`config.mk`:
```
export PLATFORM = sky130hd
export DESIGN_NAME = swk_cordic_cell
export DESIGN_NICKNAME = d
export VERILOG_FILES = /design/src/rtl/swk_pkg.sv /design/src/rtl/swk_cordic_cell.sv
export SDC_FILE = /design/constraint.sdc
export NUM_CORES = 1
export LEC_CHECK = 0
export BUFFER_PORTS_ARGS = -buffer_cell sky130_fd_sc_hd__buf_2
export CAP_MARGIN = 40
export CORE_UTILIZATION = 55
export DETAILED_ROUTE_END_ITERATION = 6
export PLACE_DENSITY_LB_ADDON = 0.2
export SYNTH_ARGS = -nofsm -noshare
export SYNTH_HDL_FRONTEND = slang
export SYNTH_SLANG_ARGS = --single-unit
```
`constraint.sdc`:
```
create_clock -name clk -period 7 [get_ports clk]
set_clock_uncertainty 0.15 [all_clocks]
set_input_delay 0.7 -clock clk [delete_from_list [all_inputs] [get_ports clk]]
set_output_delay 0.7 -clock clk [all_outputs]
set_load 0.01 [all_outputs]
```
`src/rtl/swk_pkg.sv`:
```
// Shared types, constants and helpers for the swerve wheel command solver.
// No dependencies.
`default_nettype none
package swk_pkg;

  localparam int NUM_WHEELS     = 4;
  localparam int CORDIC_STAGES  = 16;
  localparam int WHL_W          = 2;
  localparam int IN_W           = 16;
  localparam int AW             = 16;
  localparam int DRV_W          = 20;
  localparam int VW             = 31;
  localparam int XW             = 34;
  localparam int ZW             = 25;
  localparam int QW             = 20;
  localparam int DVW            = 11;
  localparam int RW             = QW + DVW;
  localparam int WRW            = 19;

  localparam logic signed [ZW-1:0]  Z_PI        = ZW'(3294199);
  localparam logic signed [WRW-1:0] ANG_PI      = WRW'(25736);
  localparam logic signed [WRW-1:0] ANG_2PI     = WRW'(51472);
  localparam logic signed [WRW-1:0] ANG_HALF_PI = WRW'(12868);
  localparam logic [29:0]           INV_GAIN    = 30'd652032874;
  localparam logic signed [DRV_W-1:0] DRIVE_MAX = DRV_W'(524287);

  // configuration register indexes
  localparam logic [2:0] REG_BASE   = 3'd0;
  localparam logic [2:0] REG_TRACK  = 3'd1;
  localparam logic [2:0] REG_OFS_X  = 3'd2;
  localparam logic [2:0] REG_OFS_Y  = 3'd3;
  localparam logic [2:0] REG_RADIUS = 3'd4;
  localparam logic [2:0] REG_LIMIT  = 3'd5;
  localparam logic [2:0] REG_OPT    = 3'd6;

  typedef struct packed {
    logic                 vld;
    logic [WHL_W-1:0]     whl;
    logic signed [AW-1:0] meas;
    logic                 zero;
    logic                 ovf;
    logic signed [AW-1:0] ang;
  } tag_t;

  function automatic logic signed [ZW-1:0] atan_q20(input int i);
    logic signed [ZW-1:0] v;
    case (i)
      0:  v = ZW'(823550);
      1:  v = ZW'(486170);
      2:  v = ZW'(256879);
      3:  v = ZW'(130396);
      4:  v = ZW'(65451);
      5:  v = ZW'(32757);
      6:  v = ZW'(16383);
      7:  v = ZW'(8192);
      8:  v = ZW'(4096);
      9:  v = ZW'(2048);
      10: v = ZW'(1024);
      11: v = ZW'(512);
      12: v = ZW'(256);
      13: v = ZW'(128);
      14: v = ZW'(64);
      15: v = ZW'(32);
      16: v = ZW'(16);
      17: v = ZW'(8);
      18: v = ZW'(4);
      19: v = ZW'(2);
      20: v = ZW'(1);
      default: v = '0;
    endcase
    return v;
  endfunction

  // one step into (-pi, pi]; inputs stay within one turn of that range
  function automatic logic signed [AW-1:0] ang_wrap(input logic signed [WRW-1:0] a);
    logic signed [WRW-1:0] v;
    if (a > ANG_PI) begin
      v = a - ANG_2PI;
    end else if (a <= -ANG_PI) begin
      v = a + ANG_2PI;
    end else begin
      v = a;
    end
    return v[AW-1:0];
  endfunction

endpackage
`default_nettype wire

```
`src/rtl/swk_cordic_cell.sv`:
```
// One vectoring CORDIC cell: rotates toward y = 0 by a fixed stage angle.
// Depends on swk_pkg.
`default_nettype none
module swk_cordic_cell
  import swk_pkg::*;
#(
  parameter int STAGE = 0
) (
  input  wire logic                 clk,
  input  wire logic                 rst_n,
  input  wire logic                 en,
  input  wire logic signed [XW-1:0] x_i,
  input  wire logic signed [XW-1:0] y_i,
  input  wire logic signed [ZW-1:0] z_i,
  input  wire tag_t                 tag_i,
  output logic signed [XW-1:0]      x_o,
  output logic signed [XW-1:0]      y_o,
  output logic signed [ZW-1:0]      z_o,
  output tag_t                      tag_o
);

  logic signed [XW-1:0] xs, ys, x_nxt, y_nxt;
  logic signed [ZW-1:0] z_nxt;
  logic signed [XW-1:0] x_r, y_r;
  logic signed [ZW-1:0] z_r;
  tag_t                 tag_r;

  assign xs = x_i >>> STAGE;
  assign ys = y_i >>> STAGE;

  always_comb begin
    if (!y_i[XW-1]) begin
      x_nxt = x_i + ys;
      y_nxt = y_i - xs;
      z_nxt = z_i + atan_q20(STAGE);
    end else begin
      x_nxt = x_i - ys;
      y_nxt = y_i + xs;
      z_nxt = z_i - atan_q20(STAGE);
    end
  end

  always_ff @(posedge clk) begin
    if (!rst_n) begin
      tag_r <= '0;
    end else if (en) begin
      tag_r <= tag_i;
    end
  end

  always_ff @(posedge clk) begin
    if (en) begin
      x_r <= x_nxt;
      y_r <= y_nxt;
      z_r <= z_nxt;
    end
  end

  assign x_o   = x_r;
  assign y_o   = y_r;
  assign z_o   = z_r;
  assign tag_o = tag_r;

endmodule
`default_nettype wire

```
# Word level (Yosys, flattened, before mapping)
# Cells that the tools add are included.
[word_totals] ff_bits=130 latch_bits=0 ramBits=0 rom_bits=0 inputBits=133 output_inout_bits=130 word_cells=17 n_memories=0
[classes] n_addsub=5 n_mul=0 div_mod_pow=0 magnitude_cmp=0 n_eq_ne=0 shift=0 muxes=3 n_bitwise=0 reduce_logical=0
[ops] cell="$mux 34" n=2
[ops] cell="$sub 34x34->34" n=2
[ops] cell="$add 34x34->34" n=1
[ops] cell="$add 25x21->25 const B" n=1
[ops] cell="$mux 25" n=1
[ops] cell="$sub 25x21->25 const B" n=1

# Longest topological paths before layout
# Gate-level depths: netlist (run 1).
[logic_depth] ltp_word=2 ltp_mapped=13 depth_no_buf=12

# Worst setup path before layout (run 1)
# No wires, ideal clock.
[synth_timing] path_kind="input -> register" start="input y_i[33]" end="register z_r[21] (netlist: z_o[21]), data pin" arrival_ps=3443 required_time_ps=6586 setup_slack_ps=3142 path_stages=13 path_cell_list="buf_2 inv_1 clkbuf_1 ha_1 a211oi_1 o21ai_1 a31oi_1 a21boi_0 o41ai_2 o21ai_1 o21a_1 nor2_1 xnor2_1"
[synth_via] elab_chain_cells=1
[synth_rtl] item="start, declared" line="swk_cordic_cell.sv:13" source="input wire logic signed [XW-1:0] y_i,"
[synth_rtl] item="$mux 25" line="swk_cordic_cell.sv:32" source="if (!y_i[XW-1]) begin"
[synth_rtl] item="via z_nxt[21]" line="swk_cordic_cell.sv:23" source="logic signed [ZW-1:0] z_nxt;"
[synth_rtl] item="end signal, assigned" line="swk_cordic_cell.sv:55" source="z_r <= z_nxt;"
[synth_rtl] item="end, declared" line="swk_cordic_cell.sv:25" source="logic signed [ZW-1:0] z_r;"
# The timed path passes the listed nets, and every way through them passes these cells.
# A chain may end at the register's enable or synchronous reset.

# Final worst setup path (run 1)
[layout_timing] start="input x_i[4]" end="register x_r[31] (netlist: x_o[31]), data pin"
[layout_via] elab_chain_cells=2
[layout_rtl] item="start, declared" line="swk_cordic_cell.sv:12" source="input wire logic signed [XW-1:0] x_i,"
[layout_rtl] item="$add 34x34->34 or $sub 34x34->34 (tied branches)" line="swk_cordic_cell.sv:33, swk_cordic_cell.sv:37"
[layout_rtl] item="$mux 34 (*)" line="swk_cordic_cell.sv:32"
[layout_rtl] item="via x_nxt[31]" line="swk_cordic_cell.sv:22" source="logic signed [XW-1:0] xs, ys, x_nxt, y_nxt;"
[layout_rtl] item="end signal, assigned" line="swk_cordic_cell.sv:53" source="x_r <= x_nxt;"
[layout_rtl] item="end, declared" line="swk_cordic_cell.sv:24" source="logic signed [XW-1:0] x_r, y_r;"
# The timed path passes the listed nets; every way through them passes the cells marked *.

==> metrics.md, run 1 <==
| Metric | Value |
|---|---|
| Largest net degree at the start of global routing | 78 |
| Async S/R FF share, synth | 0 |
| Mapped Cells | 1252 |
| Core footprint | 19500 um2 |
| Final setup fails | 0 |
| Post_cts resized | 0 |
| PortBufs | 262 |
| Initial antenna violation count | 2 |
| Worst-margin pin slew | 715 ps |
| # DRC | 0 |
| Final Slew Violations | 0 |
| DR vias/cell | 5.88 |
| Worst Hold Path EP | z_o[0] |
| Hold-fix buffers, CTS | 0 |
| Fill count | 1660 |
| Fin cells | 1760 |
| Number of synthesized flops with an enable pin | 92 |
| # rows | 51 |
| Fin crit share | 0.551 |
| Area Growth Syn to Fin | 19.1% |
| CTS tree | built |
| Worst VDD drop | 0.174 mV |
| P_leak | 6.02 nW |
| CTS buffer count | 17 |
| Pwr dens | 214 nW/um2 |
| Status | finished, final reports clean |
| Hold path cells | 1 |
| Global-route wire length before repair | 48800 um |
| Unrepaired setup endpoints after global routing | false |
| Starting density of the core | 0.564 |
| Total power draw | 0.00280 W |
| Min-delay src | z_i[0] |
| GRT Util Overall | 0.308 |
| Mapped Area | 11000 um2 |
| Clk buf depth | 2 |
| H-tree levels | 4 |
| CP Cell Sequence | buf_2, inv_1, ha_1, inv_2, a2111oi_1, a21oi_1, o21ai_1, o211ai_1, and3_1, o41ai_1, mux2i_1, xnor2_1 |
| #FFs+latches synth | 129 |
| Worst EP arrival | 3880 ps |
| Clk root buf | clkbuf_16 |
| Power share of the combinational group | 0.330 |
| Reg2reg end | tag_o[27] |
| Sequential share of power | 0.353 |
| Fmax | 259 MHz |
| Synth warnings | 0 |
| Pint | 0.00180 W |
| Post-synth net total | 1510 |
| R2r setup slk | 6200 ps |
| GRT overflow | 0 |
| Post-synth cell types | 80 |
| Yosys top cell by area | edfxtp_1 |
| Synth top area cells | edfxtp_1 25%, ha_1 14%, dfxtp_1 6.7%, a21oi_1 6.4%, xnor2_1 5.6% |
| Routability Congestion | 0.975 |
| Reg clk slew, reported paths | 70 ps |
| Crit. End Element | flop |
| Clock Sinks | 129 |
| Vias in the first global route | 9528 |
| Clock network power share | 0.317 |
| Max-cap viol count | 0 |
| Critical Path RT | 7020 ps |
| WP buf/inv | 3 |
| Layout cells sized above 1 | 0.216 |
| Routed wire length | 31800 um |
| Remaining antenna violation count | 0 |
| Die H | 144 um |
| Top fanout value on the critical path | 12 |
| Worst Hold Class | in2reg |
| Mean post-synth cell area | 8.80 um2 |
| Area of the die | 20600 um2 |
| Post-synth top flop | edfxtp_1 |
| Synth top area share | 0.251 |
| Rel. slew slack | 0.518 |
| Post-DP HPWL | 25000 um |
| Clk_lat worst skew | 420 ps |
| Worst Reg2Reg Path Length in Cells | 2 |
| Top Ports | 263 |
| DP Cell Count | 1727 |
| NumNets Final | 1739 |
| Top Family by Delay on Critical Path | compound AO/OA/AOI/OAI gates |
| Sw frac | 0.358 |
| Wirelength per Cell | 18.1 um |
| Slowest cell delay on critical path | 640 ps |
| Initial drt markers | 749 |
| Seq/Total Area, Yosys | 0.318 |
| Die X | 144 um |
| CP max-delay cell | a2111oi_1 |
| Number of iterations in the first detailed-routing pass | 5 |
| Post-CTS Setup Inserts | 0 |
| Crit path launch type | input pin |
| Period minus WS final | 3860 ps |
| Sw power | 0.00100 W |
| Setup TNS | 0 ps |
| Kind of critical path | in2reg |
| Final-report hold violation count | 0 |
| R2r startpoint | tag_o[27] |
| Via count | 10.4k |
## power by group through the flow
stage	sequential, W	clock [W]	combinational, W
3_5_place_dp	0.00101	0	0.000912
6_report	0.000989	0.000889	0.000926
3_3_place_gp	0.00100	0	0.000896
4_1_cts	0.000990	0.000904	0.000917
5_1_grt	0.000999	0.000930	0.00101
2_1_floorplan	0.00106	0	0.000535
## flip-flops by register name, indices dropped and copies added, names as in the netlist
name and count:
tag_o 37, x_o 34, z_o 25, y_o 33
## worst max path at each step
stage	startpoint	to	cells past startpoint	slack [ps]
6_report	x_i[4]	x_o[31]	12	3140
2_1_floorplan	y_i[33]	z_o[21]	13	3140
4_1_cts	x_i[4]	x_o[31]	12	3240
5_1_grt	x_i[4]	x_o[31]	12	2950
3_5_place_dp	x_i[4]	x_o[31]	12	2830
3_3_place_gp	y_i[33]	z_o[21]	12	2650
## logic make-up (layout without fill, tap and decap cells)
logic type,count (synthesis),in the layout,share of synthesized area
compound gates,373,373,0.220
simple gates,329,329,0.148
buf+inv,163,405,0.0577
flops,129,129,0.318
fa+ha+maj,125,125,0.145
xor+xnor,83,83,0.0660
mux,50,50,0.0454
other cells,0,1,0
## cell usage after synthesis, types with 3 or more instances
cell	count
a2111oi_0	3
a211o_1	3
a211oi_1	19
a21boi_0	7
a21o_1	22
a21oi_1	141
a221o_1	5
a221oi_1	3
a31o_2	3
a31oi_1	7
a41o_1	4
and2_1	4
and3_1	5
buf_1	20
buf_2	6
clkbuf_1	28
dfxtp_1	37
edfxtp_1	92
fa_1	4
ha_1	121
inv_1	102
mux2i_1	50
nand2_1	63
nand2b_1	16
nand3_1	26
nand3b_1	4
nand4_1	14
nor2_1	95
nor2b_1	51
nor3_1	23
nor3b_1	3
nor4_1	11
o211ai_1	8
o21a_1	18
o21ai_0	63
o21ai_1	6
o21bai_1	16
o221ai_1	4
o31ai_1	9
or4_1	4
xnor2_1	71
xor2_1	12
## per-stage QoR
| stage | hold slack [ps] | worst slack, ps | utilization | cell area, um2 |
|---|---|---|---|---|
| final | 309 | 3140 | 0.672 | 13100 |
| after floorplan | 389 | 3140 | - | 11000 |
| after detailed placement | 347 | 2830 | 0.642 | 12500 |
| after global routing | 297 | 2950 | 0.672 | 13100 |
| after global placement | 340 | 2650 | 0.638 | 12400 |
| after CTS | 299 | 3240 | 0.672 | 13100 |
## worst reg2reg max path, delay by kind of cell (launching register included)
kind / cells / cell delay (ps)
flops: 1 / 320
mux: 1 / 160
simple gates: 1 / 70
## metal layers
layer / vias to the layer above / track usage / share of wire
li1: 4970 / - / -
met1: 4792 / 0.380 / 0.40
met2: 512 / 0.509 / 0.47
met3: 76 / 0.0733 / 0.094
met4: 2 / 0.136 / 0.034
met5: - / 0 / 0.00038
## cells in the final DEF (no fill, tap or decap), drive strengths merged, types with 8 or more instances in the layout
cell    netlist  routed
o31ai        10      10
nand2b       16      16
a21oi       142     142
o21bai       16      16
a211oi       21      21
o21ai        69      69
o211ai        8       8
xor2         12      12
xnor2        71      71
nand3        26      26
buf          29     268
clkbuf       29      17
nor2         95      95
edfxtp       92      92
ha          121     121
a21o         22      22
nor3         23      23
nor2b        52      52
o21a         18      18
nor4         11      11
dfxtp        37      37
nand2        63      63
mux2i        50      50
nand4        14      14
inv         103     115
## area by class of cell
| type | count | area (um2) | area share |
|---|---|---|---|
| inverter | 105 | 394 | 0.0300 |
| clock buffer | 17 | 425 | 0.0324 |
| timing repair buffer | 268 | 1430 | 0.109 |
| antenna | 1 | 2.50 | 0.000191 |
| multi-input combinational | 960 | 6880 | 0.524 |
| tap | 265 | 332 | 0.0253 |
| clock inverter | 15 | 156 | 0.0119 |
| sequential | 129 | 3500 | 0.267 |
(Power assumes the default switching activity.)
==> inputs of run 2 (changes only) <==
- clock period: 7 -> 3.6 ns (I/O delays scaled with it)
==> run 2 against run 1 <==
Die area unchanged. Clock power up 93%. First-iteration DRC count grew 10%.
==> metrics.md, run 2 (synthesis gave the netlist of run 1 again) <==
| Metric | Value |
|---|---|
| Largest net degree at the start of global routing | 82 (+5.1%) |
| Reg area | 3500 um2 (unchanged) |
| Hold path cells | 3 (+2) |
| Crit. End Element | flop |
| Pwr dens | 410 nW/um2 (+92%) |
| Via count | 10.4k (+0.60%) |
| CTS buffer count | 17 (unchanged) |
| R2r setup slk | 2760 ps (-3440 ps) |
| NumNets Final | 1786 (+2.7%) |
| Kind of critical path | in2reg |
| Clk root buf | clkbuf_16 |
| Worst EP arrival | 3310 ps (-570 ps) |
| Critical Path RT | 3610 ps (-3410 ps) |
| PortBufs | 262 (unchanged) |
| Worst Hold Class | in2reg |
| Worst Hold Path EP | tag_o[18] |
| Final setup fails | 0 (unchanged) |
| Routability Congestion | 0.972 (-0.23%) |
| Crit path launch type | input pin |
| # DRC | 0 (unchanged) |
| CTS tree | built |
| R2r startpoint | tag_o[32] |
| Rel. slew slack | 0.395 (-0.123) |
| Die H | 144 um (unchanged) |
| Top Ports | 263 (unchanged) |
| Layout cells sized above 1 | 0.239 (+0.0233) |
| Setup TNS | 0 ps (unchanged) |
| Routed wire length | 32800 um (+3.0%) |
| Reg2reg end | tag_o[32] |
| Wirelength per Cell | 18.1 um (+0.29%) |
| Worst Reg2Reg Path Length in Cells | 2 (unchanged) |
| Fmax | 303 MHz |
| P_leak | 6.22 nW (+3.4%) |
| Clk_lat worst skew | 420 ps (about the same) |
| Die X | 144 um (unchanged) |
| Post-DP HPWL | 25900 um (+3.8%) |
| DR vias/cell | 5.76 (-2.0%) |
| Fin cells | 1807 (+2.7%) |
| Fill count | 1649 (-0.66%) |
| GRT overflow | 0 (unchanged) |
| Post_cts resized | 0 (unchanged) |
| Starting density of the core | 0.564 (unchanged) |
| Area of the die | 20600 um2 (unchanged) |
| Area Growth Syn to Fin | 21.9% |
| Multi-input logic area | 6880 um2 (unchanged) |
| Top fanout value on the critical path | 5 (-7) |
| Max FFs per register | 37 (unchanged) |
| # rows | 51 (unchanged) |
| Final Slew Violations | 0 (unchanged) |
| Min-delay src | tag_i[18] |
| Fin crit share | 0.917 |
| Core footprint | 19500 um2 (unchanged) |
| Vias in the first global route | 9524 (-0.042%) |
| Clk buf depth | 2 (unchanged) |
| GRT Util Overall | 0.318 (+0.0106) |
| Initial antenna violation count | 1 (-1) |
| Most frequent cells in the layout | 260 x buf_2, 141 x a21oi_1, 121 x ha_1 |
| DP Cell Count | 1773 (+2.7%) |
| Status | finished, final reports clean |
| Period minus WS final | 3300 ps |
| Worst-margin pin slew | 908 ps (+193 ps) |
| Post-CTS Setup Inserts | 0 (unchanged) |
| Worst VDD drop | 0.333 mV (+92%) |
| Max-cap viol count | 0 (unchanged) |
| Initial drt markers | 824 (+10%) |
| Remaining antenna violation count | 0 (unchanged) |
| Final-report hold violation count | 0 (unchanged) |
| Unrepaired setup endpoints after global routing | false |
| H-tree levels | 4 (unchanged) |
| Most common cell after layout, fill and taps aside | buf_2 |
| Number of iterations in the first detailed-routing pass | 7 (+2) |
| Global-route wire length before repair | 50100 um (+2.6%) |
| Clock Sinks | 129 (unchanged) |
| Reg clk slew, reported paths | 70 ps (about the same) |
run 2: cell count changes in the layout (fill, tap and decap cells not counted), sizes merged:
cell         previous run  this run
buf                   268       314
inv                   115       114
clkinv                  5         6
dlygate4sd3             0         1
run 2: per-stage QoR:
step                hold slack [ps]  cell area (um2)   util  total power, W  setup WS [ps]
detailed placement              346            12800  0.657         0.00379          -11.0
floorplan                       309            11000      -         0.00310           82.2
global placement                340            12800  0.657         0.00377          -9.76
finish                         39.3            13400  0.687         0.00551            299
CTS                            36.0            13400  0.687         0.00551            417
global route                   43.6            13400  0.687         0.00578            246
run 2: layout make-up:
type,count,area share
clock buffers,17,0.0317
well taps,265,0.0247
inverters,105,0.0294
clock inverters,15,0.0117
multi-input cells,960,0.512
flip-flops and latches,129,0.261
repair buffers,315,0.129
diodes,1,0.000186
run 2: worst max-delay path, stage by stage:
cell,delay [ps]
buf_2,110
inv_1,40
ha_1,350
or2_1,250
a211oi_1,390
o22ai_2,180
o311a_4,420
o31ai_1,550
a41o_1,280
nand2_1,60
o21ai_0,160
xnor2_1,150
run 2: worst max path at each step:
stage	start	to	cells past startpoint
after floorplan	y_i[33]	z_o[21]	13
after global placement	x_i[5]	y_o[20]	12
after detailed placement	x_i[5]	y_o[20]	12
after CTS	x_i[5]	y_o[20]	12
after global routing	x_i[5]	y_o[20]	12
final	x_i[5]	y_o[20]	12
run 2: repair_timing:
action,in CTS,in global routing
endpoints found under the setup margin,0,0
endpoints found under the hold margin,1,0
hold buffers,1,0
run 2: report_power, final:
part	switching (W)	internal, W	total (W)
logic	0.00110	0.000767	0.00187
clock network	0.000791	0.000927	0.00172
registers	0.0000672	0.00186	0.00193
run 2: layer usage:
| metal | part of all wire | track usage | up-vias |
|---|---|---|---|
| met2 | 0.46 | 0.516 | 507 |
| met4 | 0.033 | 0.136 | 0 |
| met3 | 0.088 | 0.0616 | 69 |
| met5 | 0 | 0 | - |
| li1 | - | - | 5046 |
| met1 | 0.42 | 0.413 | 4792 |
==> inputs of run 3 (changes only) <==
- CORE_UTILIZATION: 55 -> 60
- clock period: 3.6 -> 3.9 ns (I/O delays scaled with it)
==> run 3 against run 2 <==
Sequential power decreased by 8%. Sequential share of layout area increased by 0.36 points. Critical path depth unchanged. Total power is 7.9% lower. Non-clock buffer count is 20 lower. Core utilization increased by 5.0 points. Hold slack improved by 38 ps. Flip-flop and latch count unchanged. Critical path type unchanged.
==> metrics.md, run 3 (synthesis gave the netlist of run 1 again) <==
| Metric | Value |
|---|---|
| GRT Util Overall | 0.341 (+0.0232) |
| Total power draw | 0.00508 W (-7.9%) |
| Sw frac | 0.358 (+0.00265) |
| Die X | 138 um (-4.2%) |
| Global-route wire length before repair | 49200 um (-1.8%) |
| Core Util, Final | 0.737 (+0.0496) |
| Initial antenna violation count | 1 (unchanged) |
| Critical Path RT | 3880 ps (+270 ps) |
| Final-report hold violation count | 0 (unchanged) |
| Clk root buf | clkbuf_16 |
| Fin crit share | 0.867 |
| Final setup fails | 0 (unchanged) |
| Area Growth Syn to Fin | 20.2% |
| Number of iterations in the first detailed-routing pass | 5 (-2) |
| Clk_lat worst skew | 410 ps (about the same) |
| Clock network power share | 0.312 (about the same) |
| Most frequent cells in the layout | 260 x buf_2, 141 x a21oi_1, 121 x ha_1 |
| Sequential share of power | 0.350 (about the same) |
| Power share of the combinational group | 0.338 (about the same) |
| Status | finished, final reports clean |
| Most common cell after layout, fill and taps aside | buf_2 |
| Largest net degree at the start of global routing | 85 (+3.7%) |
| Pwr dens | 383 nW/um2 (-6.6%) |
| Max FFs per register | 37 (unchanged) |
| Area of the die | 18900 um2 (-8.2%) |
| Worst Hold Class | in2reg |
| Setup TNS | 0 ps (unchanged) |
| Layout cells sized above 1 | 0.229 (-0.0100) |
| Kind of critical path | in2reg |
| Core footprint | 18000 um2 (-8.0%) |
| Die H | 138 um (-4.2%) |
| Vias in the first global route | 9624 (+1.0%) |
| Fmax | 296 MHz |
| H-tree levels | 4 (unchanged) |
| Pint | 0.00326 W (-8.2%) |
| # DRC | 0 (unchanged) |
| Worst-margin pin slew | 916 ps (+7.65 ps) |
| Routed wire length | 33000 um (+0.75%) |
| Max-cap viol count | 0 (unchanged) |
| Wirelength per Cell | 18.8 um (+4.0%) |
| Top Ports | 263 (unchanged) |
| Unrepaired setup endpoints after global routing | false |
| Final Slew Violations | 0 (unchanged) |
| CTS buffer count | 17 (unchanged) |
| Remaining antenna violation count | 0 (unchanged) |
| Post-DP HPWL | 25900 um (about the same) |
| Setup WS pre-CTS | 217 ps (+228 ps) |
| Clk buf depth | 2 (unchanged) |
| # rows | 49 (-3.9%) |
| P_leak | 6.13 nW (-1.5%) |
| Top fanout value on the critical path | 6 (+1) |
| GRT overflow | 0 (unchanged) |
| Worst VDD drop | 0.291 mV (-12%) |
| Rel. slew slack | 0.390 (-0.00510) |
| PortBufs | 262 (unchanged) |
| CTS tree | built |
| NumNets Final | 1766 (-1.1%) |
| Reg clk slew, reported paths | 70 ps (about the same) |
| Routability Congestion | 0.985 (+1.3%) |
| Post_cts resized | 0 (unchanged) |
| Crit. End Element | flop |
| Via count | 10.5k (+0.72%) |
| Initial drt markers | 874 (+6.1%) |
| Period minus WS final | 3380 ps |
| Starting density of the core | 0.613 (+0.0491) |
| Hold_ws | 77.7 ps (+38.4 ps) |
| Final WS setup | 520 ps (+221 ps) |
| Sw power | 0.00182 W (-7.2%) |
| Clock Sinks | 129 (unchanged) |
| Crit path launch type | input pin |
| Worst EP arrival | 3360 ps (+50 ps) |
| DR vias/cell | 5.99 (+3.9%) |
## run 3: changes by cell type in the layout (fill, tap and decap cells not counted)
cell / before / now
inv_8: 4 / 3
buf_12: 1 / 0
buf_4: 52 / 32
buf_16: 0 / 1
clkinv_8: 3 / 4
## run 3: area by class of cell
type | instances | area [um2]
multi-input combinational | 960 | 6880
fill | 1362 | 4720
sequential | 129 | 3500
timing repair buffer | 295 | 1590
clock buffer | 17 | 425
inverter | 105 | 394
tap | 229 | 287
clock inverter | 15 | 161
antenna | 1 | 2.50
## run 3: critical path: stages
cell and delay, ps:
buf_2 110, inv_1 50, ha_1 390, or2_1 240
a211oi_1 300, o22ai_2 160, o311a_4 410, o31ai_1 610
a41o_1 290, nand2_1 50, o21ai_0 150, xnor2_1 190
## run 3: final timing paths
check,from,cells past startpoint,slack (ps),to
max,x_i[4],12,520,y_o[20]
min,tag_i[18],3,80,tag_o[18]
max reg2reg,tag_o[14],2,3110,tag_o[14]
min reg2reg,tag_o[10],2,360,tag_o[10]
## run 3: metal layers
metal / track usage / wire length, um / vias up
li1: - / - / 5010
met1: 0.415 / 12800 / 4838
met2: 0.574 / 15700 / 544
met3: 0.0659 / 2930 / 97
met4: 0.170 / 1530 / 0
met5: 0 / 0 / -
## run 3: timing repair
action / in CTS / in global routing
hold buffers: 1 / 0
buffers inserted: 0 / 0
hold endpoints to repair: 1 / 0
## run 3: per-stage QoR
stage | cells | area, um2
floorplan | 1252 | 11000
global placement | 1716 | 12600
detailed placement | 1717 | 12600
CTS | 1750 | 13200
global route | 1751 | 13200
finish | 1751 | 13200
## run 3: power groups by stage
stage                     sequential (W)  clock [W]  combinational (W)
after floorplan                  0.00190          0           0.000960
after global placement           0.00180          0            0.00165
after detailed placement         0.00181          0            0.00168
after CTS                        0.00178    0.00161            0.00169
after global routing             0.00180    0.00165            0.00185
final                            0.00178    0.00158            0.00172
