### config.mk
export PLATFORM = sky130hd
export DESIGN_NAME = swk_div_cell
export DESIGN_NICKNAME = d
export VERILOG_FILES = /design/src/rtl/swk_pkg.sv /design/src/rtl/swk_div_cell.sv
export SDC_FILE = /design/constraint.sdc
export NUM_CORES = 1
export LEC_CHECK = 0
export ABC_AREA = 1
export BUFFER_PORTS_ARGS = -buffer_cell sky130_fd_sc_hd__clkbuf_2
export CORE_AREA = 2 2 107 109
export CTS_CLUSTER_SIZE = 40
export DETAILED_ROUTE_END_ITERATION = 7
export DIE_AREA = 0 0 109 111
export GPL_TIMING_DRIVEN = 0
export PLACE_DENSITY = 0.8
export SYNTH_ARGS = -nofsm -noshare
export SYNTH_HDL_FRONTEND = slang
export SYNTH_SLANG_ARGS = --single-unit
### constraint.sdc
create_clock -name clk -period 2 [get_ports clk]
set_clock_uncertainty 0.2 [all_clocks]
set_input_delay 0.1 -clock clk [delete_from_list [all_inputs] [get_ports clk]]
set_output_delay 0.1 -clock clk [all_outputs]
set_load 0.005 [all_outputs]
### src/rtl/swk_pkg.sv
// Shared types, constants and helpers for the swerve wheel command solver.
// No dependencies.
`default_nettype none
package swk_pkg;

  localparam int NUM_WHEELS     = 4;
  localparam int CORDIC_STAGES  = 16;
  localparam int WHL_W          = 2;
  localparam int IN_W           = 16;
  localparam int AW             = 16;
  localparam int DRV_W          = 20;
  localparam int VW             = 31;
  localparam int XW             = 34;
  localparam int ZW             = 25;
  localparam int QW             = 20;
  localparam int DVW            = 11;
  localparam int RW             = QW + DVW;
  localparam int WRW            = 19;

  localparam logic signed [ZW-1:0]  Z_PI        = ZW'(3294199);
  localparam logic signed [WRW-1:0] ANG_PI      = WRW'(25736);
  localparam logic signed [WRW-1:0] ANG_2PI     = WRW'(51472);
  localparam logic signed [WRW-1:0] ANG_HALF_PI = WRW'(12868);
  localparam logic [29:0]           INV_GAIN    = 30'd652032874;
  localparam logic signed [DRV_W-1:0] DRIVE_MAX = DRV_W'(524287);

  // configuration register indexes
  localparam logic [2:0] REG_BASE   = 3'd0;
  localparam logic [2:0] REG_TRACK  = 3'd1;
  localparam logic [2:0] REG_OFS_X  = 3'd2;
  localparam logic [2:0] REG_OFS_Y  = 3'd3;
  localparam logic [2:0] REG_RADIUS = 3'd4;
  localparam logic [2:0] REG_LIMIT  = 3'd5;
  localparam logic [2:0] REG_OPT    = 3'd6;

  typedef struct packed {
    logic                 vld;
    logic [WHL_W-1:0]     whl;
    logic signed [AW-1:0] meas;
    logic                 zero;
    logic                 ovf;
    logic signed [AW-1:0] ang;
  } tag_t;

  function automatic logic signed [ZW-1:0] atan_q20(input int i);
    logic signed [ZW-1:0] v;
    case (i)
      0:  v = ZW'(823550);
      1:  v = ZW'(486170);
      2:  v = ZW'(256879);
      3:  v = ZW'(130396);
      4:  v = ZW'(65451);
      5:  v = ZW'(32757);
      6:  v = ZW'(16383);
      7:  v = ZW'(8192);
      8:  v = ZW'(4096);
      9:  v = ZW'(2048);
      10: v = ZW'(1024);
      11: v = ZW'(512);
      12: v = ZW'(256);
      13: v = ZW'(128);
      14: v = ZW'(64);
      15: v = ZW'(32);
      16: v = ZW'(16);
      17: v = ZW'(8);
      18: v = ZW'(4);
      19: v = ZW'(2);
      20: v = ZW'(1);
      default: v = '0;
    endcase
    return v;
  endfunction

  // one step into (-pi, pi]; inputs stay within one turn of that range
  function automatic logic signed [AW-1:0] ang_wrap(input logic signed [WRW-1:0] a);
    logic signed [WRW-1:0] v;
    if (a > ANG_PI) begin
      v = a - ANG_2PI;
    end else if (a <= -ANG_PI) begin
      v = a + ANG_2PI;
    end else begin
      v = a;
    end
    return v[AW-1:0];
  endfunction

endpackage
`default_nettype wire

### src/rtl/swk_div_cell.sv
// One restoring division cell: settles a single quotient bit.
// Depends on swk_pkg.
`default_nettype none
module swk_div_cell
  import swk_pkg::*;
#(
  parameter int BIT = 0
) (
  input  wire logic           clk,
  input  wire logic           rst_n,
  input  wire logic           en,
  input  wire logic [DVW-1:0] dvs,
  input  wire logic [RW-1:0]  rem_i,
  input  wire logic [QW-1:0]  q_i,
  input  wire tag_t           tag_i,
  output logic [RW-1:0]       rem_o,
  output logic [QW-1:0]       q_o,
  output tag_t                tag_o
);

  logic [RW-1:0] dsh, rem_nxt;
  logic [QW-1:0] q_nxt;
  logic [RW-1:0] rem_r;
  logic [QW-1:0] q_r;
  tag_t          tag_r;

  assign dsh = RW'(dvs) << BIT;

  always_comb begin
    rem_nxt = rem_i;
    q_nxt   = q_i;
    if (rem_i >= dsh) begin
      rem_nxt    = rem_i - dsh;
      q_nxt[BIT] = 1'b1;
    end
  end

  always_ff @(posedge clk) begin
    if (!rst_n) begin
      tag_r <= '0;
    end else if (en) begin
      tag_r <= tag_i;
    end
  end

  always_ff @(posedge clk) begin
    if (en) begin
      rem_r <= rem_nxt;
      q_r   <= q_nxt;
    end
  end

  assign rem_o = rem_r;
  assign q_o   = q_r;
  assign tag_o = tag_r;

endmodule
`default_nettype wire

### Word-level counts from Yosys, hierarchy flattened

Index checks and enable logic that the tools add are counted.

* word-level logic and storage cells: 12
* register bits: 88
* bits of input ports: 102
* output and inout port bits: 88

* magnitude comparators: 1
* multiplexer cells: 1
* add/sub/neg operators: 1

Operators by type and width (number)
* greater-or-equal comparator 31 x 11 -> 1 bit: 1
* 2-to-1 mux 31 bit: 1
* subtractor 31 x 11 -> 31 bit: 1

### Logic depth before layout (Yosys ltp)

Gate-level depths: netlist (run 1).

* depth in word-level cells: 2
* depth in mapped cells: 14
* mapped depth without buffers: 14

### Least setup slack after synthesis (run 1)

OpenSTA, ideal clock, no wires.

* path type: input to register
* start point: input dvs[2]
* end point: register rem_r[8], in the netlist rem_o[8] (data pin)
* path slack: 0.106 ns
* buffers on the path: 1
* data required time: 1.548 ns
* library setup time: 0.252 ns
* stages on the path: 11
* arrival: 1.442 ns
* cells stage by stage: inv_1 -> ha_1 -> nand2_1 -> nand3_1 -> nand2_1 -> nand2_1 -> a21oi_2 -> nand3_2 -> buf_6 -> nand2_1 -> nand2_1

* longest elaborated chain between the ends: 2
* elaborated cells between the ends (all ways): 3
* classes of those cells: 1 x add/sub; 1 x order compare; 1 x mux

Ends and longest elaborated chain
* from (decl): line swk_div_cell.sv:12 `input wire logic [DVW-1:0] dvs,`
* subtractor 31 x 11 -> 31 bit / greater-or-equal comparator 31 x 11 -> 1 bit (equally long branches): line swk_div_cell.sv:33, swk_div_cell.sv:32
* 2-to-1 mux 31 bit *: line swk_div_cell.sv:32 `if (rem_i >= dsh) begin`
* via rem_nxt[8]: line swk_div_cell.sv:21 `logic [RW-1:0] dsh, rem_nxt;`
* to (signal assigned): line swk_div_cell.sv:48 `rem_r <= rem_nxt;`
* to (decl): line swk_div_cell.sv:23 `logic [RW-1:0] rem_r;`

Mark *: on every way through the listed nets, which the timed path passes. The rest lies on a longest branch.
A chain may end at the register's enable or synchronous reset.

### Worst setup path in the final report (run 1)

* start point: input rem_i[30]
* end point: register rem_r[18], in the netlist rem_o[18] (data pin)

* longest elaborated chain between the ends: 2

Ends and longest elaborated chain
* from (decl): line swk_div_cell.sv:13 `input wire logic [RW-1:0] rem_i,`
* greater-or-equal comparator 31 x 11 -> 1 bit: line swk_div_cell.sv:32
* 2-to-1 mux 31 bit: line swk_div_cell.sv:32
* via rem_nxt[18]: line swk_div_cell.sv:21

The timed path passes the listed nets, and every way through them passes these cells.

==> run_results.csv, run 1 <==
group,metric,value,unit
setup_path,start_kind,"primary input",
yosys,synth-compound-area-share,7.15,%
pwr,internal_power,3.48,mW
floorplan,die_area,12100,um^2
global_routing,overflow,0,
yosys,synth_edf_count,51,
yosys,yosys.area_share.adder,3.37,%
setup_path,rr_worst_depth,3,
cells_and_area,num_antenna_cells,0,
yosys,yosys_most_used_dff,"edfxtp_1",
yosys,yosysWarnings,0,
cts,numCtsBuffers,9,
floorplan,die_x,109,um
setup_path,slowest_stage,"dlygate4sd3_1",
routing,top_layer,"met4",
timing,whs,0.00808,ns
cts,clkSlewWorstSetupHoldPaths,0.07,ns
setup_path,r2r_end,"tag_o[16]$_SDFFE_PN0P_",
pwr,swShare,27.3,%
global_routing,grt_max_degree,54,
routing,ant_nets,0,
place,dp_slack,-0.512,ns
yosys,yosys.area_share.simple,31.1,%
cells_and_area,syn2layout_area_growth,52.2,%
setup_path,path_cells,"dlygate4sd3_1, clkbuf_2, inv_1, nand3_2, nor3_4, nand2_2, nor2_4, buf_8, a21oi_2",
cts,cts-htree-levels,3,
yosys,netlist_area,4670,um^2
timing,rsz0062_at_grt,"no",
place,dp_hpwl,10.2,mm
yosys,synthMuxAreaShare,0,%
pwr,p_per_area,672,nW/um^2
setup_path,worstPathArrival,1.79,ns
pwr,pwr-share-clk,34.9,%
global_routing,grt_usage,24.5,%
timing,drv_slew,0,
routing,drc_errors,0,
cts,cts_sinks,88,
global_routing,antenna_found_initial,0,
worst_hold_path,whs_endpoint,"rem_o[19]$_DFFE_PP_",
cells_and_area,drive_above_1_share,27.4,%
yosys,synth_top_family_by_area,"simple AND/OR/NAND/NOR gates",
worst_hold_path,hp-class,"primary input to flop",
cts,cts_tree,"yes",
timing,final_hold_viol_count,0,
run_status,status,"finished clean",
setup_path,reg2reg_slack,0.48,ns
setup_path,worstSetupStartpoint,"rem_i[30]",
yosys,yosysSeqAreaShare,48.6,%
yosys,synthTopCellsByArea,"edfxtp_1 (33%), dfxtp_1 (16%), nand2_1 (13%), nor2_1 (9.6%), inv_1 (6.2%)",
worst_hold_path,hold_depth,4,
worst_hold_path,hold_start,"rem_i[19]",
routing,avgRoutedWirePerCell,14.3,um
pwr,seqPwrFrac,45.0,%
timing,timing.fmax,526,MHz
yosys,ys_async_sr_fraction,0,%
pwr,p_sw,1.30,mW
yosys,synthXorXnorAreaFrac,1.69,%
yosys,synth-seq-cells,88,
setup_path,worstPathRequired,1.89,ns
cts,clockBufferDepth,2,
yosys,post_synth.cell_area_avg,7.71,um^2
routing,vias,5115,
job,drv_cap,0,
floorplan,std_cell_rows,39,
setup_path,crit_type,"primary input to flop",
yosys,synth_cell_types,26,
setup_path,endpoint_kind,"flop",
routing,m1WireLength,5.85,mm
routing,drt_wl_total,15.0,mm
timing,finalWorstSetupSlack,0.101,ns
global_routing,grt_pass1_wl,22.8,mm
cts,cts-root-buf,"clkbuf_16",
routing,route.met2.wl,7.45,mm
setup_path,slowest_delay,0.55,ns
place,io_buffers,188,
yosys,syn-num-nets,720,
floorplan,initial_core_util,42.2,%
cells_and_area,finalNetCount,1014,
timing,fin_crit_sh,95.0,%
cts,clk_latency,0.33,ns
global_routing,grt_pass1_vias,5000,
routing,wl_met3,1.37,mm
pwr,comb_power_share,20.2,%
yosys,synth_top_area_cell,"edfxtp_1",
timing,tightest_slew,0.522,ns
timing,setup_viol,0,
yosys,synth_top_area_share,32.8,%
floorplan,ios,190,
cells_and_area,layout_common_cells,"clkbuf_2 (187), nand2_1 (158), nor2_1 (117)",
setup_path,worst-path-max-fanout,10,
timing,fin_crit,1.90,ns
routing,drt_iter0_drc,347,
cells_and_area,final_common_cell,"clkbuf_2",
setup_path,r2r_start,"tag_o[16]$_SDFFE_PN0P_",
pwr,vdd_drop_max,0.455,mV
place,gp_congestion,0.953,
yosys,syn_inst,606,
timing,slew_headroom,65.2,%
routing,firstDrtPassIters,5,
pwr,leakagePower,3.48,nW
routing,vias_per_cell,4.88,
floorplan,core_area,11100,um^2
floorplan,die_h,111,um
[synthesized netlist by cell type, types with 4 or more instances]
cell type,count
nand2_1,159
a21oi_1,5
clkbuf_1,8
inv_2,4
ha_1,11
xor2_1,8
nand3_1,37
o21ai_0,39
nor2_1,119
a21oi_2,13
inv_1,77
dfxtp_1,37
nand4_1,10
nand3b_1,6
edfxtp_1,51
[cells by family (layout without fill, tap and decap cells)]
group / after synthesis / count (layout)
xor gates and xnor gates: 9 / 9
adders and majority gates: 12 / 12
and+or+nand+nor: 345 / 345
DFF: 88 / 88
buffers and inverters: 95 / 394
AOI/OAI and AO/OA: 57 / 57
[layer usage]
metal | track usage (%) | vias up
met1 | 27.2 | 2311
met5 | 0 | -
met3 | 6.47 | 30
li1 | - | 2530
met2 | 44.4 | 244
met4 | 8.21 | 0
[power groups by stage]
stage	Sequential, mW	Clock (mW)	Combinational [mW]
3_3_place_gp	2.18	0	0.770
5_1_grt	2.16	1.78	1.07
4_1_cts	2.15	1.71	0.925
6_report	2.15	1.67	0.963
2_1_floorplan	2.20	0	0.371
3_5_place_dp	2.19	0	0.778
[flip-flops by register name (all words and copies together) (netlist names)]
register and cells:
tag_o 37, q_o 20, rem_o 31
[repair_timing]
action                                 4_1_cts  5_1_grt
setup buffers                                0        2
resized for setup                            2       16
cloned                                       0        0
endpoints found under the hold margin       86        1
hold buffers                                92        1
setup endpoints to repair                   40       33
pin swaps                                    0        2
[worst max-delay path, delay by kind of cell]
| family | cells | cell delay, ns |
|---|---|---|
| buffers and inverters | 4 | 1.00 |
| AO/OA/AOI/OAI | 1 | 0.06 |
| AND/OR/NAND/NOR | 4 | 0.64 |
[layout make-up]
| class | count | area [um^2] |
|---|---|---|
| fill | 886 | 3960 |
| sequential | 88 | 2270 |
| multi-input combinational | 423 | 2090 |
| timing repair buffer | 283 | 1890 |
| inverter | 81 | 304 |
| clock buffer | 10 | 250 |
| tap | 143 | 179 |
| buffer | 14 | 78.8 |
| clock inverter | 6 | 46.3 |
[metrics by stage]
| stage | util, % | instances | power, mW | instance area, um^2 | setup TNS, ns |
|---|---|---|---|---|---|
| 6_report | 64.2 | 1048 | 4.78 | 7110 | 0 |
| 5_1_grt | 64.2 | 1048 | 5.01 | 7110 | 0 |
| 4_1_cts | 63.4 | 1045 | 4.79 | 7020 | 0 |
| 3_5_place_dp | 52.3 | 937 | 2.96 | 5790 | -24.61 |
| 3_3_place_gp | 52.3 | 937 | 2.95 | 5790 | -23.68 |
| 2_1_floorplan | - | 606 | 2.57 | 4670 | 0 |
[worst max-delay path by stage]
stage                             to  slack [ns]  cells after the start
2_1_floorplan     rem_o[8]$_DFFE_PP_        0.11                     11
4_1_cts          rem_o[18]$_DFFE_PP_        0.01                      9
5_1_grt           rem_o[7]$_DFFE_PP_        0.01                     13
3_3_place_gp   tag_o[7]$_SDFFE_PN0P_       -0.51                      6
3_5_place_dp   tag_o[7]$_SDFFE_PN0P_       -0.51                      6
6_report         rem_o[18]$_DFFE_PP_        0.10                      9
Note: power is estimated with default switching activity, not from simulation.
==> run 2, diff against run 1 <==
--- a/config.mk
+++ b/config.mk
@@ -12,7 +12,7 @@
 export DETAILED_ROUTE_END_ITERATION = 7
 export DIE_AREA = 0 0 109 111
 export GPL_TIMING_DRIVEN = 0
-export PLACE_DENSITY = 0.8
+export PLACE_DENSITY = 0.75
 export SYNTH_ARGS = -nofsm -noshare
 export SYNTH_HDL_FRONTEND = slang
 export SYNTH_SLANG_ARGS = --single-unit
==> run 2 against run 1 <==
Net effect: the flow now finishes with violations (negative hold slack); setup slack got worse by 0.048 ns; critical path depth is 1 higher; core utilization is 0.63 points higher; die area is the same; sequential power about the same; flip-flop and latch count is the same; global-route usage fell by 1.1 points; register-to-register slack gained 0.09 ns; power fell by 1.4%; critical endpoint is now rem_o[26]$_DFFE_PP_; largest cell class unchanged; largest power group unchanged; highest routed layer unchanged.
==> run_results.csv, run 2 (synthesized netlist as in run 1, its figures left out) <==
group,metric,value,unit
cells_and_area,num_antenna_cells,0,
routing,firstDrtPassIters,5,
routing,drt_wl_total,14.6,mm
routing,drc_errors,0,
cts,clkSlewWorstSetupHoldPaths,0.06,ns
routing,avgRoutedWirePerCell,13.9,um
cts,numCtsBuffers,9,
timing,drv_slew,0,
pwr,pwr-share-clk,34.0,%
pwr,seqPwrFrac,45.5,%
cts,cts-root-buf,"clkbuf_16",
setup_path,crit_type,"primary input to flop",
global_routing,antenna_found_initial,0,
floorplan,initial_core_util,42.2,%
global_routing,grt_pass1_wl,21.9,mm
routing,vias_per_cell,4.82,
pwr,swShare,26.6,%
timing,tightest_slew,0.510,ns
run_status,status,"finished with violations",
setup_path,worstPathRequired,1.89,ns
cells_and_area,fillers,930,
place,placed_area,5790,um^2
cells_and_area,final_common_cell,"clkbuf_2",
place,dp_slack,-0.565,ns
floorplan,core_area,11100,um^2
setup_path,worstPathArrival,1.84,ns
pwr,p_sw,1.25,mW
timing,setup_viol,0,
cts,clk_latency,0.34,ns
worst_hold_path,hp-class,"primary input to flop",
pwr,vdd_drop_max,0.449,mV
cts,cts-htree-levels,3,
global_routing,overflow,0,
place,io_buffers,188,
cells_and_area,final_area,7180,um^2
global_routing,grt_max_degree,54,
floorplan,die_area,12100,um^2
floorplan,die_h,111,um
timing,finalWorstSetupSlack,0.0526,ns
cells_and_area,largest_register_ffs,37,
floorplan,std_cell_rows,39,
cells_and_area,drive_above_1_share,27.0,%
cts,clockBufferDepth,2,
cells_and_area,syn2layout_area_growth,53.7,%
timing,fin_crit_sh,97.4,%
timing,timing.fmax,513,MHz
pwr,p_per_area,656,nW/um^2
place,dp_hpwl,9.98,mm
global_routing,grt_pass1_vias,4861,
pwr,leakagePower,3.50,nW
setup_path,worst-path-max-fanout,10,
cts,cts_sinks,88,
run_status,violations,"negative hold slack",
floorplan,die_x,109,um
setup_path,start_kind,"primary input",
cells_and_area,finalNetCount,1019,
timing,whs,-0.0244,ns
pwr,internal_power,3.46,mW
routing,ant_nets,0,
cells_and_area,multi_input_area,2090,um^2
timing,slew_headroom,66.0,%
timing,final_hold_viol_count,9,
timing,fin_crit,1.95,ns
place,gp_congestion,0.918,
routing,vias,5075,
routing,drt_iter0_drc,360,
cells_and_area,seqCellArea,2270,um^2
job,drv_cap,0,
cts,cts_tree,"yes",
pwr,comb_power_share,20.4,%
cells_and_area,layout_common_cells,"clkbuf_2 (187), nand2_1 (158), nor2_1 (117)",
global_routing,grt_usage,23.4,%
floorplan,ios,190,
setup_path,endpoint_kind,"flop",
## run 2: cell count changes in the layout (fill, tap and decap cells not counted), moves of 2 or more
cell	before	now
buf_12	0	2
buf_4	2	4
clkinv_1	0	2
ha_2	2	0
inv_6	2	0
## run 2: power by group through the flow
stage	registers [mW]	clock network (mW)	logic (mW)
global route	2.16	1.70	1.07
detailed placement	2.18	0	0.777
floorplan	2.20	0	0.371
CTS	2.14	1.63	0.928
global placement	2.18	0	0.771
finish	2.15	1.60	0.961
## run 2: metal layers
| metal | wire (um) | track usage (%) | part of all wire, % | vias to the layer above |
|---|---|---|---|---|
| met3 | 1110 | 4.29 | 7.6 | 25 |
| met4 | 335 | 8.80 | 2.3 | 0 |
| met2 | 7370 | 43.1 | 50 | 221 |
| met5 | 0 | 0 | 0 | - |
| met1 | 5800 | 26.1 | 40 | 2288 |
| li1 | - | - | - | 2541 |
## run 2: final timing paths
| kind | start | end | slack, ns | depth (start not counted) |
|---|---|---|---|---|
| max | rem_i[27] | rem_o[26]$_DFFE_PP_ | 0.05 | 10 |
| min | en | rem_o[29]$_DFFE_PP_ | -0.02 | 1 |
| max reg2reg | tag_o[17]$_SDFFE_PN0P_ | tag_o[17]$_SDFFE_PN0P_ | 0.57 | 3 |
| min reg2reg | tag_o[2]$_SDFFE_PN0P_ | tag_o[2]$_SDFFE_PN0P_ | 0.30 | 2 |
## run 2: layout make-up
type / instances / share of cell area (%)
Tap cell: 143 / 2.49
Inverter: 81 / 4.23
Timing Repair Buffer: 288 / 27.3
Sequential cell: 88 / 31.6
Buffer: 14 / 1.22
Clock buffer: 11 / 3.54
Multi-Input combinational cell: 423 / 29.2
Clock inverter: 5 / 0.418
## run 2: repair_timing
action | in CTS | in global routing
pin swaps | 0 | 3
cloned | 0 | 1
resized for setup | 2 | 16
hold buffers | 93 | 1
hold endpoints to repair | 87 | 1
setup buffers | 0 | 5
endpoints found under the setup margin | 41 | 33
## run 2: stage by stage
step	TNS [ns]	instances	utilization, %	power [mW]
after global routing	-0.107	1053	64.9	4.93
after detailed placement	-24.13	937	52.3	2.96
final	0	1053	64.9	4.71
after global placement	-23.64	937	52.3	2.95
after floorplan	0	606	-	2.57
after CTS	0	1046	63.4	4.71
## run 2: worst max-delay path, stage by stage
cell and delay [ns]:
dlygate4sd3_1 0.54, clkbuf_2 0.16, inv_1 0.10, nand3_2 0.10, nor3_4 0.25, nand2_2 0.11, nor2_4 0.13, buf_12 0.14
buf_12 0.15, a21oi_2 0.06
==> run 3, diff against run 2 <==
--- a/config.mk
+++ b/config.mk
@@ -7,10 +7,10 @@
 export LEC_CHECK = 0
 export ABC_AREA = 1
 export BUFFER_PORTS_ARGS = -buffer_cell sky130_fd_sc_hd__clkbuf_2
-export CORE_AREA = 2 2 107 109
+export CORE_AREA = 2 2 105 107
 export CTS_CLUSTER_SIZE = 40
 export DETAILED_ROUTE_END_ITERATION = 7
-export DIE_AREA = 0 0 109 111
+export DIE_AREA = 0 0 107 109
 export GPL_TIMING_DRIVEN = 0
 export PLACE_DENSITY = 0.75
 export SYNTH_ARGS = -nofsm -noshare
==> constraint.sdc (replaced) <==
create_clock -name clk -period 1.8 [get_ports clk]
set_clock_uncertainty 0.2 [all_clocks]
set_input_delay 0.09 -clock clk [delete_from_list [all_inputs] [get_ports clk]]
set_output_delay 0.09 -clock clk [all_outputs]
set_load 0.005 [all_outputs]
==> run 3 against run 2 <==
Net effect: the flow still finishes with violations (negative hold slack); clock power decreased by 21%; wire length grew 0.57%; non-clock buffer count shrank 6; via count is 0.55% lower.
==> run_results.csv, run 3 (synthesized netlist as in run 1, its figures left out) <==
group,metric,value,unit
global_routing,grt_usage,24.6,%
setup_path,crit_type,"primary input to flop",
timing,fin_crit_sh,94.8,%
place,dp_slack,-0.700,ns
floorplan,initial_core_util,44.1,%
setup_path,start_kind,"primary input",
floorplan,die_h,109,um
floorplan,die_area,11700,um^2
cts,cts_sinks,88,
setup_path,reg2reg_slack,0.88,ns
cells_and_area,syn2layout_area_growth,52.6,%
floorplan,std_cell_rows,38,
floorplan,ios,190,
setup_path,endpoint_kind,"flop",
pwr,p_sw,1.40,mW
timing,tightest_slew,0.609,ns
routing,ant_nets,0,
setup_path,worstPathArrival,1.63,ns
cells_and_area,layout_common_cells,"clkbuf_2 (187), nand2_1 (157), nor2_1 (115)",
setup_path,cp_common_cell,"nand2_1",
timing,whs,-0.0739,ns
cells_and_area,fillers,841,
pwr,vdd_drop_max,0.331,mV
setup_path,r2r_end,"tag_o[28]$_SDFFE_PN0P_",
timing,slew_headroom,59.3,%
global_routing,overflow,0,
cells_and_area,seqCellArea,2270,um^2
routing,vias,5047,
cts,cts-htree-levels,3,
timing,fin_crit,1.71,ns
cts,clk_latency,0.35,ns
timing,drv_slew,0,
cells_and_area,final_common_cell,"clkbuf_2",
setup_path,rr_worst_depth,2,
cts,clkSlewWorstSetupHoldPaths,0.09,ns
cells_and_area,utilization,67.3,%
cells_and_area,num_antenna_cells,0,
run_status,violations,"negative hold slack",
pwr,comb_power_share,23.2,%
pwr,p_per_area,667,nW/um^2
setup_path,worstPathRequired,1.72,ns
global_routing,antenna_found_initial,0,
pwr,seqPwrFrac,50.0,%
setup_path,worst-path-max-fanout,10,
setup_path,slowest_delay,0.30,ns
global_routing,grt_pass1_wl,22.4,mm
worst_hold_path,hold_start,"en",
cts,cts-root-buf,"clkbuf_8",
worst_hold_path,hp-class,"primary input to flop",
cells_and_area,largest_register_ffs,37,
routing,drt_wl_total,14.7,mm
cts,numCtsBuffers,9,
setup_path,r2r_start,"tag_o[28]$_SDFFE_PN0P_",
pwr,pwr-share-clk,26.8,%
routing,drt_iter0_drc,335,
place,gp_congestion,0.897,
cells_and_area,drive_above_1_share,29.0,%
routing,vias_per_cell,4.83,
routing,drc_errors,0,
floorplan,die_x,107,um
setup_path,path_cells,"clkbuf_2, inv_1, ha_4, inv_2, nor2_4, nand2_2, inv_2, nand2_1, nor2_2, nand3_4, nand2_4, nor2_4, buf_6, nand2_1, nand2_1",
timing,rsz0062_at_grt,"yes",
routing,firstDrtPassIters,5,
routing,avgRoutedWirePerCell,14.1,um
job,drv_cap,0,
timing,finalWorstSetupSlack,0.0942,ns
cells_and_area,multi_input_area,2230,um^2
place,dp_hpwl,9.96,mm
pwr,swShare,29.4,%
run_status,status,"finished with violations",
timing,setup_viol,0,
place,placed_area,5870,um^2
cts,cts_tree,"yes",
cells_and_area,finalNetCount,1013,
worst_hold_path,hold_depth,1,
worst_hold_path,whs_endpoint,"rem_o[25]$_DFFE_PP_",
cells_and_area,final_area,7130,um^2
place,io_buffers,188,
global_routing,grt_pass1_vias,4799,
cts,clockBufferDepth,2,
timing,timing.fmax,586,MHz
timing,final_hold_viol_count,40,
setup_path,slowest_stage,"ha_4",
global_routing,grt_max_degree,54,
pwr,leakagePower,3.42,nW
floorplan,core_area,10600,um^2
pwr,internal_power,3.36,mW
## run 3: per-layer routing
layer / GRT usage [%] / vias to the layer above / wire length, um
met4: 8.91 / 0 / 266
li1: - / 2517 / -
met2: 44.9 / 193 / 7320
met5: 0 / - / 0
met3: 4.96 / 23 / 1070
met1: 28.5 / 2314 / 6050
## run 3: how the worst max path moves through the flow
stage | from | to | depth (start not counted) | slack [ns]
2_1_floorplan | dvs[9] | rem_o[10]$_DFFE_PP_ | 14 | 0.004
3_3_place_gp | en | tag_o[4]$_SDFFE_PN0P_ | 6 | -0.69
3_5_place_dp | en | tag_o[4]$_SDFFE_PN0P_ | 6 | -0.70
4_1_cts | dvs[1] | rem_o[7]$_DFFE_PP_ | 12 | 0.007
5_1_grt | dvs[7] | rem_o[7]$_DFFE_PP_ | 13 | -0.04
6_report | dvs[10] | rem_o[7]$_DFFE_PP_ | 15 | 0.09
## run 3: what timing repair did
| item | CTS | global route |
|---|---|---|
| buffers inserted | 0 | 2 |
| setup endpoints to repair | 42 | 60 |
| gates resized for setup | 4 | 23 |
| pin swaps | 1 | 3 |
| hold buffers | 88 | 3 |
| cloned | 0 | 1 |
| endpoints found under the hold margin | 88 | 14 |
## run 3: cell type report
type | instances | area share [%]
multi-input cells | 423 | 31.3
clock buffers | 10 | 1.79
clock inverters | 6 | 0.579
flip-flops and latches | 88 | 31.9
inverters | 81 | 4.26
well taps | 140 | 2.46
plain buffers | 14 | 1.18
repair buffers | 282 | 26.6
## run 3: stage by stage
step                setup TNS (ns)  std cells  power (mW)  hold slack, ns
floorplan                        0        606        2.88         -0.0111
global placement            -34.18        934        3.31          0.0663
detailed placement          -33.48        934        3.32          0.0691
CTS                              0       1038        4.72          -0.117
global route                -0.267       1044        4.99         -0.0518
finish                           0       1044        4.76         -0.0739
## run 3: power groups by stage
| stage | combinational, mW | clock (mW) | sequential (mW) |
|---|---|---|---|
| detailed placement | 0.892 | 0 | 2.43 |
| CTS | 1.05 | 1.29 | 2.38 |
| finish | 1.10 | 1.27 | 2.38 |
| global placement | 0.884 | 0 | 2.42 |
| global route | 1.23 | 1.37 | 2.40 |
| floorplan | 0.435 | 0 | 2.44 |
## run 3: critical path, delay by kind of cell
family                   cells  cell delay [ns]
buffers and inverters        5             0.42
AND/OR/NAND/NOR              9             0.80
adder cells (fa/ha/maj)      1             0.30
